## config.mk

```make
export PLATFORM = sky130hd
export DESIGN_NAME = gpio_controller_edge_detect
export DESIGN_NICKNAME = d
export VERILOG_FILES = /design/src/sv/gpio_ed_pkg.sv /design/src/sv/gpio_controller_edge_detect.sv /design/src/sv/gpio_ed_ctrl.sv /design/src/sv/gpio_ed_dp.sv
export SDC_FILE = /design/constraint.sdc
export NUM_CORES = 1
export LEC_CHECK = 0
export BUFFER_PORTS_ARGS = -buffer_cell sky130_fd_sc_hd__buf_2
export CAP_MARGIN = 10
export CORE_MARGIN = 5
export CORE_UTILIZATION = 45
export CTS_BUF_LIST = sky130_fd_sc_hd__clkbuf_16
export DETAILED_ROUTE_END_ITERATION = 6
export PLACE_DENSITY = 0.7
export REMOVE_ABC_BUFFERS = 1
export SYNTH_ARGS = -nofsm -noshare
export SYNTH_HDL_FRONTEND = slang
export SYNTH_SLANG_ARGS = --single-unit
export TNS_END_PERCENT = 20
```

## constraint.sdc

```tcl
create_clock -name clk -period 13.4 [get_ports clk]
set_input_delay 0.67 -clock clk [delete_from_list [all_inputs] [get_ports clk]]
set_output_delay 0.67 -clock clk [all_outputs]
set_load 0.1 [all_outputs]
```

## src/sv/gpio_ed_pkg.sv

```systemverilog
package gpio_ed_pkg;

    localparam int DEF_NUM_PINS  = 54;
    localparam int PIN_PORT_W    = 54;
    localparam int BUS_W         = 32;
    localparam int WIDE_W        = 64;
    localparam int IDX_W         = 6;
    localparam int FSEL_WORDS    = 6;
    localparam int FSEL_IDX_W    = $clog2(FSEL_WORDS);
    localparam int PINS_PER_WORD = 10;
    localparam int FSEL_BITS     = 3;
    localparam int FSEL_W        = PINS_PER_WORD * FSEL_BITS;
    localparam int FSEL_PINS     = FSEL_WORDS * PINS_PER_WORD;

    localparam logic [FSEL_BITS-1:0] FSEL_OUTPUT = 3'd1;

    // beat kinds
    localparam logic [1:0] ACT_READ  = 2'd0;
    localparam logic [1:0] ACT_WRITE = 2'd1;
    localparam logic [1:0] ACT_TICK  = 2'd2;

    // register word map
    localparam logic [IDX_W-1:0] REG_SET_LO  = 6'd7;
    localparam logic [IDX_W-1:0] REG_SET_HI  = 6'd8;
    localparam logic [IDX_W-1:0] REG_CLR_LO  = 6'd10;
    localparam logic [IDX_W-1:0] REG_CLR_HI  = 6'd11;
    localparam logic [IDX_W-1:0] REG_LEV_LO  = 6'd13;
    localparam logic [IDX_W-1:0] REG_LEV_HI  = 6'd14;
    localparam logic [IDX_W-1:0] REG_EVT_LO  = 6'd16;
    localparam logic [IDX_W-1:0] REG_EVT_HI  = 6'd17;
    localparam logic [IDX_W-1:0] REG_REN_LO  = 6'd19;
    localparam logic [IDX_W-1:0] REG_REN_HI  = 6'd20;
    localparam logic [IDX_W-1:0] REG_FEN_LO  = 6'd22;
    localparam logic [IDX_W-1:0] REG_FEN_HI  = 6'd23;
    localparam logic [IDX_W-1:0] REG_AREN_LO = 6'd31;
    localparam logic [IDX_W-1:0] REG_AREN_HI = 6'd32;
    localparam logic [IDX_W-1:0] REG_AFEN_LO = 6'd34;
    localparam logic [IDX_W-1:0] REG_AFEN_HI = 6'd35;

    typedef struct packed {
        logic [1:0]            action;
        logic [IDX_W-1:0]      reg_index;
        logic [BUS_W-1:0]      write_data;
        logic [PIN_PORT_W-1:0] pin_levels;
    } in_item_t;

    typedef struct packed {
        logic [BUS_W-1:0]      read_data;
        logic [PIN_PORT_W-1:0] pin_out;
        logic [PIN_PORT_W-1:0] pin_drive;
        logic                  event_pending;
    } out_item_t;

    // controller to datapath commands
    typedef struct packed {
        logic load;
        logic exec;
        logic emit;
    } ged_cmd_t;

endpackage

```

## src/sv/gpio_controller_edge_detect.sv

```systemverilog
// channel | signals                        | beat carries
// --------+--------------------------------+---------------------------------------
// in      | in_valid, in_ready, in_data    | bus read, bus write or pin sample tick
// out     | out_valid, out_ready, out_data | read word, latch, drive, event flag
//
// one beat in flight: accept, execute, then load the result register, in the order
// set by the controller sequence of idle, exec and emit states
// a stalled result holds in the result register; the next beat is still taken and
// executed, then waits to load and no further beat is taken until it does
// rst_n clears the register map and the controller state, every pin an input with no event pending
module gpio_controller_edge_detect
    import gpio_ed_pkg::*;
#(
    parameter int NUM_PINS = DEF_NUM_PINS
)
(
    input  logic      clk,
    input  logic      rst_n,
    input  logic      in_valid,
    output logic      in_ready,
    input  in_item_t  in_data,
    output logic      out_valid,
    input  logic      out_ready,
    output out_item_t out_data
);

    // load / execute / emit strobes from the controller
    ged_cmd_t cmd;

    // sequencing and result handshake
    gpio_ed_ctrl u_ctrl (
        .clk       (clk),
        .rst_n     (rst_n),
        .in_valid  (in_valid),
        .in_ready  (in_ready),
        .out_valid (out_valid),
        .out_ready (out_ready),
        .cmd       (cmd)
    );

    // register map, edge detect and result register
    gpio_ed_dp #(
        .NUM_PINS (NUM_PINS)
    ) u_dp (
        .clk      (clk),
        .rst_n    (rst_n),
        .cmd      (cmd),
        .in_data  (in_data),
        .out_data (out_data)
    );

endmodule

```

## src/sv/gpio_ed_ctrl.sv

```systemverilog
module gpio_ed_ctrl
    import gpio_ed_pkg::*;
(
    input  logic     clk,
    input  logic     rst_n,
    input  logic     in_valid,
    output logic     in_ready,
    output logic     out_valid,
    input  logic     out_ready,
    output ged_cmd_t cmd
);

    typedef enum logic [2:0] {
        ST_IDLE = 3'b001,
        ST_EXEC = 3'b010,
        ST_EMIT = 3'b100
    } state_t;

    state_t state_reg, state_next;
    logic   out_valid_reg, out_valid_next;
    logic   emit;

    assign in_ready  = (state_reg == ST_IDLE);
    assign out_valid = out_valid_reg;
    // result register is free when empty or drained this cycle
    assign emit      = (state_reg == ST_EMIT) && (!out_valid_reg || out_ready);

    assign cmd.load = in_valid && in_ready;
    assign cmd.exec = (state_reg == ST_EXEC);
    assign cmd.emit = emit;

    always_comb
    begin
        state_next = state_reg;
        case (state_reg)
            ST_IDLE:
            begin
                if (in_valid)
                begin
                    state_next = ST_EXEC;
                end
            end
            ST_EXEC:
            begin
                state_next = ST_EMIT;
            end
            ST_EMIT:
            begin
                if (emit)
                begin
                    state_next = ST_IDLE;
                end
            end
            default:
            begin
                state_next = ST_IDLE;
            end
        endcase
    end

    always_comb
    begin
        if (emit)
        begin
            out_valid_next = 1'b1;
        end
        else if (out_ready)
        begin
            out_valid_next = 1'b0;
        end
        else
        begin
            out_valid_next = out_valid_reg;
        end
    end

    always_ff @(posedge clk or negedge rst_n)
    begin
        if (!rst_n)
        begin
            state_reg     <= ST_IDLE;
            out_valid_reg <= 1'b0;
        end
        else
        begin
            state_reg     <= state_next;
            out_valid_reg <= out_valid_next;
        end
    end

endmodule

```

## src/sv/gpio_ed_dp.sv

```systemverilog
module gpio_ed_dp
    import gpio_ed_pkg::*;
#(
    parameter int NUM_PINS = DEF_NUM_PINS
)
(
    input  logic      clk,
    input  logic      rst_n,
    input  ged_cmd_t  cmd,
    input  in_item_t  in_data,
    output out_item_t out_data
);

    typedef logic [NUM_PINS-1:0] pins_t;

    in_item_t          item_reg;
    logic [FSEL_W-1:0] fsel_reg  [FSEL_WORDS];
    logic [FSEL_W-1:0] fsel_next [FSEL_WORDS];
    pins_t             latch_reg, latch_next;
    pins_t             evt_reg, evt_next;
    pins_t             ren_reg, ren_next;
    pins_t             fen_reg, fen_next;
    pins_t             aren_reg, aren_next;
    pins_t             afen_reg, afen_next;
    pins_t             lev_reg, lev_next;
    logic [BUS_W-1:0]  rd_reg, rd_next;
    out_item_t         out_reg;
    pins_t             drive;
    pins_t             lev_in;
    pins_t             data_lo;
    pins_t             data_hi;
    logic [IDX_W-1:0]  idx;
    logic [BUS_W-1:0]  data;

    // one 32-bit half of a per-pin word
    function automatic logic [BUS_W-1:0] half_rd(pins_t v, logic hi);
        logic [WIDE_W-1:0] w;
        w = WIDE_W'(v);
        return hi ? w[WIDE_W-1:BUS_W] : w[BUS_W-1:0];
    endfunction

    // replace one half, pins past the top drop out
    function automatic pins_t half_wr(pins_t v, logic [BUS_W-1:0] d, logic hi);
        logic [WIDE_W-1:0] w;
        w = WIDE_W'(v);
        if (hi)
        begin
            w[WIDE_W-1:BUS_W] = d;
        end
        else
        begin
            w[BUS_W-1:0] = d;
        end
        return NUM_PINS'(w);
    endfunction

    assign idx     = item_reg.reg_index;
    assign data    = item_reg.write_data;
    assign lev_in  = NUM_PINS'(WIDE_W'(item_reg.pin_levels));
    assign data_lo = NUM_PINS'(WIDE_W'(data));
    assign data_hi = NUM_PINS'({data, BUS_W'(0)});

    // output enable per pin from its function select
    for (genvar p = 0; p < NUM_PINS; p++)
    begin : g_drive
        if (p < FSEL_PINS)
        begin : g_fsel
            assign drive[p] = (fsel_reg[p / PINS_PER_WORD]
                [(p % PINS_PER_WORD) * FSEL_BITS +: FSEL_BITS] == FSEL_OUTPUT);
        end
        else
        begin : g_none
            assign drive[p] = 1'b0;
        end
    end

    always_comb
    begin
        fsel_next = fsel_reg;
        latch_next = latch_reg;
        evt_next   = evt_reg;
        ren_next   = ren_reg;
        fen_next   = fen_reg;
        aren_next  = aren_reg;
        afen_next  = afen_reg;
        lev_next   = lev_reg;
        rd_next    = rd_reg;
        if (cmd.exec)
        begin
            rd_next = '0;
            case (item_reg.action)
                ACT_READ:
                begin
                    case (idx)
                        REG_LEV_LO:  rd_next = half_rd(lev_reg, 1'b0);
                        REG_LEV_HI:  rd_next = half_rd(lev_reg, 1'b1);
                        REG_EVT_LO:  rd_next = half_rd(evt_reg, 1'b0);
                        REG_EVT_HI:  rd_next = half_rd(evt_reg, 1'b1);
                        REG_REN_LO:  rd_next = half_rd(ren_reg, 1'b0);
                        REG_REN_HI:  rd_next = half_rd(ren_reg, 1'b1);
                        REG_FEN_LO:  rd_next = half_rd(fen_reg, 1'b0);
                        REG_FEN_HI:  rd_next = half_rd(fen_reg, 1'b1);
                        REG_AREN_LO: rd_next = half_rd(aren_reg, 1'b0);
                        REG_AREN_HI: rd_next = half_rd(aren_reg, 1'b1);
                        REG_AFEN_LO: rd_next = half_rd(afen_reg, 1'b0);
                        REG_AFEN_HI: rd_next = half_rd(afen_reg, 1'b1);
                        default:
                        begin
                            if (idx < IDX_W'(FSEL_WORDS))
                            begin
                                rd_next = BUS_W'(fsel_reg[idx[FSEL_IDX_W-1:0]]);
                            end
                        end
                    endcase
                end
                ACT_WRITE:
                begin
                    case (idx)
                        REG_SET_LO:  latch_next = latch_reg | data_lo;
                        REG_SET_HI:  latch_next = latch_reg | data_hi;
                        REG_CLR_LO:  latch_next = latch_reg & ~data_lo;
                        REG_CLR_HI:  latch_next = latch_reg & ~data_hi;
                        REG_EVT_LO:  evt_next   = evt_reg & ~data_lo;
                        REG_EVT_HI:  evt_next   = evt_reg & ~data_hi;
                        REG_REN_LO:  ren_next   = half_wr(ren_reg, data, 1'b0);
                        REG_REN_HI:  ren_next   = half_wr(ren_reg, data, 1'b1);
                        REG_FEN_LO:  fen_next   = half_wr(fen_reg, data, 1'b0);
                        REG_FEN_HI:  fen_next   = half_wr(fen_reg, data, 1'b1);
                        REG_AREN_LO: aren_next  = half_wr(aren_reg, data, 1'b0);
                        REG_AREN_HI: aren_next  = half_wr(aren_reg, data, 1'b1);
                        REG_AFEN_LO: afen_next  = half_wr(afen_reg, data, 1'b0);
                        REG_AFEN_HI: afen_next  = half_wr(afen_reg, data, 1'b1);
                        default:
                        begin
                            if (idx < IDX_W'(FSEL_WORDS))
                            begin
                                fsel_next[idx[FSEL_IDX_W-1:0]] = data[FSEL_W-1:0];
                            end
                        end
                    endcase
                end
                ACT_TICK:
                begin
                    // sync and async enables act alike
                    evt_next = evt_reg
                        | (lev_in & ~lev_reg & (ren_reg | aren_reg))
                        | (lev_reg & ~lev_in & (fen_reg | afen_reg));
                    lev_next = lev_in;
                end
                default:
                begin
                end
            endcase
        end
    end

    always_ff @(posedge clk or negedge rst_n)
    begin
        if (!rst_n)
        begin
            for (int w = 0; w < FSEL_WORDS; w++)
            begin
                fsel_reg[w] <= '0;
            end
            latch_reg <= '0;
            evt_reg   <= '0;
            ren_reg   <= '0;
            fen_reg   <= '0;
            aren_reg  <= '0;
            afen_reg  <= '0;
            lev_reg   <= '0;
        end
        else
        begin
            fsel_reg  <= fsel_next;
            latch_reg <= latch_next;
            evt_reg   <= evt_next;
            ren_reg   <= ren_next;
            fen_reg   <= fen_next;
            aren_reg  <= aren_next;
            afen_reg  <= afen_next;
            lev_reg   <= lev_next;
        end
    end

    always_ff @(posedge clk)
    begin
        rd_reg <= rd_next;
        if (cmd.load)
        begin
            item_reg <= in_data;
        end
        if (cmd.emit)
        begin
            out_reg.read_data     <= rd_reg;
            out_reg.pin_out       <= PIN_PORT_W'(WIDE_W'(latch_reg));
            out_reg.pin_drive     <= PIN_PORT_W'(WIDE_W'(drive));
            out_reg.event_pending <= |evt_reg;
        end
    end

    assign out_data = out_reg;

endmodule

```

* After elaboration in Yosys (flattened, before gate mapping) *
Cells that the tools add are included.

storage, ports and cells
  logic and storage cells = 181
  output and inout bits = 143
  bits of input ports = 98
  bits in registers = 829

operators by class
  reduce and logical (&&, ||, !) cells = 24
  magnitude comparators = 3
  equality and inequality tests = 78
  bitwise operators = 28
  multiplexer cells = 20

operator list
  cell                  number
  $pmux W54 S2          6
  $and A54 B54 Y54      8
  $pmux W32 S12         1
  $or A54 B54 Y54       5
  $pmux W54 S4          1
  $bwmux W180           1
  $eq A3 B1 Y1 const B  55
  $not A54 Y54          3
  $mux W30              4
  $bmux W30 S3          1
  $demux W30 S3         1
  $not A32 Y54          1
  $or A54 B32 Y54       1
  $reduce_or A54 Y1     1
  $eq A6 B5 Y1 const B  7
  $reduce_and A4 Y1     9
  $eq A6 B4 Y1 const B  5
  $eq A6 B6 Y1 const B  3
  $reduce_or A14 Y1     1
  $not A1 Y1            9
  $pmux W3 S3           1
  $eq A6 B3 Y1 const B  1
  $lt A6 B3 Y1 const B  1
  $mux W3               2
  other kinds (19)      25

* Longest topological paths before layout *
  depth after elaboration = 6
  depth in mapped cells = 9
  depth with buffers taken out = 7

* Hierarchy *
A second synthesis with hierarchy kept.

unflattened totals
  cells, all modules = 2687
  area, all modules = 35114.9 sq um

by module, submodules not included
  module        times used  sequential area each (sq um)  area each (sq um)  cells an instance
  gpio_ed_dp    1           21981.1                       34886.0            2667
  gpio_ed_ctrl  1           101.3                         229.0              20

* Least setup slack after synthesis *
No wires, ideal clock.

  kind = flip-flop to flip-flop
  start point = reg u_ctrl.out_valid_reg, in the netlist u_ctrl.out_valid
  end point = reg u_dp.out_reg (netlist bit u_dp.out_data[0]), enable pin
  path buffers = 0
  clock period less this slack = 7.545 ns
  cell stages (with the launch flop) = 3
  arrival = 6.902 ns
  setup time = 0.643 ns
  path slack = 5.855 ns
  path through = dfrtp_1 > nor2b_1 > nor2_1

RTL lines
  item                    RTL line            RTL
  from (decl)             gpio_ed_ctrl.sv:20  logic out_valid_reg, out_valid_next;
  from (signal assigned)  gpio_ed_ctrl.sv:87  out_valid_reg <= out_valid_next;
  to (decl)               gpio_ed_dp.sv:27    out_item_t out_reg;

* Worst setup path in the final report *
  start point = reg u_dp.item_reg (netlist bit u_dp.idx[3])
  end point = reg u_dp.aren_reg[48]

on the way
  longest elaborated chain between the ends = 3
  elaborated cells on any way between the ends = 4
  classes of those cells = eq/ne: 2; bitwise: 1; reduce/logical: 1

RTL lines
  item                                  RTL line           RTL
  from (decl)                           gpio_ed_dp.sv:16   in_item_t item_reg;
  from (signal assigned)                gpio_ed_dp.sv:191  item_reg <= in_data;
  $eq A6 B5 Y1                          gpio_ed_dp.sv:118  case (idx)
  $not A1 Y1 (no source line)           -
  $reduce_and A4 Y1 (no source line) *  -
  to (signal assigned)                  gpio_ed_dp.sv:180  aren_reg <= aren_next;
  to (decl)                             gpio_ed_dp.sv:23   pins_t aren_reg, aren_next;

Mark *: on every way between the ends. The rest lies on a longest branch, timed or not.
A chain may end at the register's enable or synchronous reset.

==> results.cfg <==
[run_status]
status = finished, final reports clean

[yosys]
netlist_area_um2 = 35230
yosysMostFrequentCell = dfrtp_1
synthTopCellsByArea = dfrtp_1, edfxtp_1, mux2_2
synth_commonest_cells = dfrtp_1, mux2_2, edfxtp_1
yosys_warnings = 0
seq_area_frac_synth = 0.6268
synth_top_area_cell = dfrtp_1
synth_ff_type = dfrtp_1
postSynthCellCount = 2688
netlist.area_leader.share = 0.3985
synth_seq_cells = 829
async_reset_ff_frac = 0.6779
syn_avg_cell_area_um2 = 13.11
ys_types = 70
synth_edf_count = 267

[clock_tree]
cts_setup_buffers = 0
clock-root-buffer = clkbuf_16
clkSinkCount = 829
cts_buffers = 88
ctsResizeCount = 0
ctsHoldBuffers = 0
htreeDepth = 3
clk_pin_slew_worst_paths_ns = 0.06
clk_latency_ns = 0.66
clockBufferDepth = 3
cts_tree = yes

[cells_and_area]
area_growth_pct = 14.71
seqCellArea_um2 = 22080
final_nets = 2970
n_fill_cell = 6534
drive_above_1_share = 0.2935
multi_input_area_um2 = 12090
fin_cells = 3980
largest_register_ffs = 180
antennaDiodeCount = 0

[sta]
timing.final.crit_period_ns = 3.743
fmax_ghz = 0.2672
slew_headroom = 0.1634
hold_viol = 0
tightestPinTransition_ns = 1.254
rsz0062_at_grt = no
fin_crit_sh = 0.2793
setup_viol = 0
setup_tns_ns = 0
slew_viol_final = 0
finClkSkew_ns = 0.03493

[power]
clkPwrFrac = 0.383
p_per_area_nw_per_um2 = 163.5
power.switching_mw = 1.967
p_leak_nw = 17.55
p_int_mw = 4.640
finalPower_mw = 6.607
p_sw_frac = 0.2977
vdd_drop_max_uv = 110.0
seq_power_share = 0.487
combPwrFrac = 0.129

[worst_setup_path]
r2r_setup_slack_ns = 9.66
worstPathRequired_ns = 13.93
critPathCaptureType = flop
worstPathArrival_ns = 4.28
critPathKind = reg2reg
r2r_end = u_dp.aren_reg[48]
start_kind = flop
r2r_cells = 5
timing.rr.start = u_dp.idx[3]
crit_fanout = 37

[placed_design]
place_congestion = 0.9073
hpwl_um = 68050
dp.cells = 3817
port_buffers = 240

[route]
routed_wl_um = 108200
via_per_inst = 6.111
post_drt_wl_per_cell_um = 27.17
ant_nets = 0
drc = 0
vias = 24320
first_iter_violations = 2800
drtPass1Iterations = 6

[global_routing]
gr-total-overflow = 0
grt_pass1_wl_um = 159700
grt_max_degree = 185
grt_usage = 0.2536
grt_pass1_vias = 25050
antenna_found_initial = 2

[min_path]
hold_path.class = in2async

[floorplan]
die_w_um = 289.8
coreArea_um2 = 77590
die_h_um = 289.8
die_area_um2 = 83980
row_count = 102
ios = 241
initial_core_util = 0.4540

[flow_run]
cap_violations = 0
## layout by cell type, fill, tap and decap left out, types with 14 or more instances in the layout
cell type | synthesis | final
dfrtp_1 | 561 | 561
mux2_2 | 379 | 379
edfxtp_1 | 267 | 267
nand2_1 | 262 | 257
buf_2 | 39 | 239
o21ai_0 | 139 | 139
a22oi_1 | 94 | 94
clkbuf_16 | 0 | 90
nor2_1 | 96 | 86
inv_1 | 65 | 82
a21oi_1 | 79 | 79
a22o_1 | 69 | 69
mux2i_1 | 67 | 67
nor3b_1 | 56 | 55
buf_4 | 26 | 51
o211ai_1 | 49 | 49
o22ai_1 | 37 | 37
o31ai_1 | 26 | 26
o311ai_0 | 22 | 22
nand3_1 | 21 | 21
a221oi_1 | 18 | 18
mux4_2 | 15 | 15
bufinv_16 | 0 | 14
clkinv_1 | 0 | 14
## how the worst max path moves through the flow
stage | start | to
after global placement | u_dp.idx[3] | u_dp.aren_reg[41]
after detailed placement | u_dp.idx[3] | u_dp.afen_reg[33]
after global routing | u_dp.idx[3] | u_dp.afen_reg[33]
after CTS | u_dp.idx[3] | u_dp.afen_reg[33]
final | u_dp.idx[3] | u_dp.aren_reg[48]
after floorplan | u_ctrl.out_valid | u_dp.out_data[0]
## per-stage QoR
stage / area, um^2 / setup slack [ns] / hold WS, ns / util
final: 40410 / 9.657 / 0.01295 / 0.5208
after detailed placement: 37350 / 9.733 / 0.4045 / 0.4813
after global routing: 40410 / 9.558 / 0.1504 / 0.5208
after CTS: 40360 / 9.724 / 0.1487 / 0.5201
after global placement: 37350 / 9.806 / 0.4037 / 0.4813
after floorplan: 34290 / 5.855 / 0.3744 / -
## cells by family after synthesis
| family | count (synthesis) | synth area share |
|---|---|---|
| AO/OA/AOI/OAI | 587 | 0.1139 |
| adder cells (fa/ha/maj) | 3 | 0.001066 |
| AND/OR/NAND/NOR | 528 | 0.07118 |
| buffers and inverters | 269 | 0.03371 |
| multiplexers | 472 | 0.1533 |
| flip-flops | 829 | 0.6268 |
## power by group through the flow
stage,registers [mW],clock network [mW],logic [mW]
floorplan,3.30,0,0.394
global placement,3.24,0,0.827
detailed placement,3.25,0,0.849
CTS,3.21,2.58,0.854
global route,3.24,2.68,0.910
finish,3.22,2.53,0.853
## area by class of cell
type,count,share of cell area
sequential,829,0.5464
tap,1040,0.03220
inverter,65,0.006038
clock inverter,71,0.01870
timing repair buffer,295,0.04180
multi-input combinational,1590,0.2991
clock buffer,90,0.05573
## layer usage
layer / share of wire / vias to the layer above / global-route usage
met2: 0.47 / 1223 / 0.4097
met5: 0.00014 / - / 0
met4: 0.051 / 2 / 0.1203
met1: 0.39 / 12470 / 0.3313
li1: - / 10310 / -
met3: 0.085 / 319 / 0.05129
## critical path: stages (launching register included)
cell and delay, ns:
edfxtp_1 0.37, buf_4 0.28, or4b_1 0.81, nor2_2 1.05, nand2_4 0.61, mux2_1 0.48
Power figures use the tool's default switching activity.
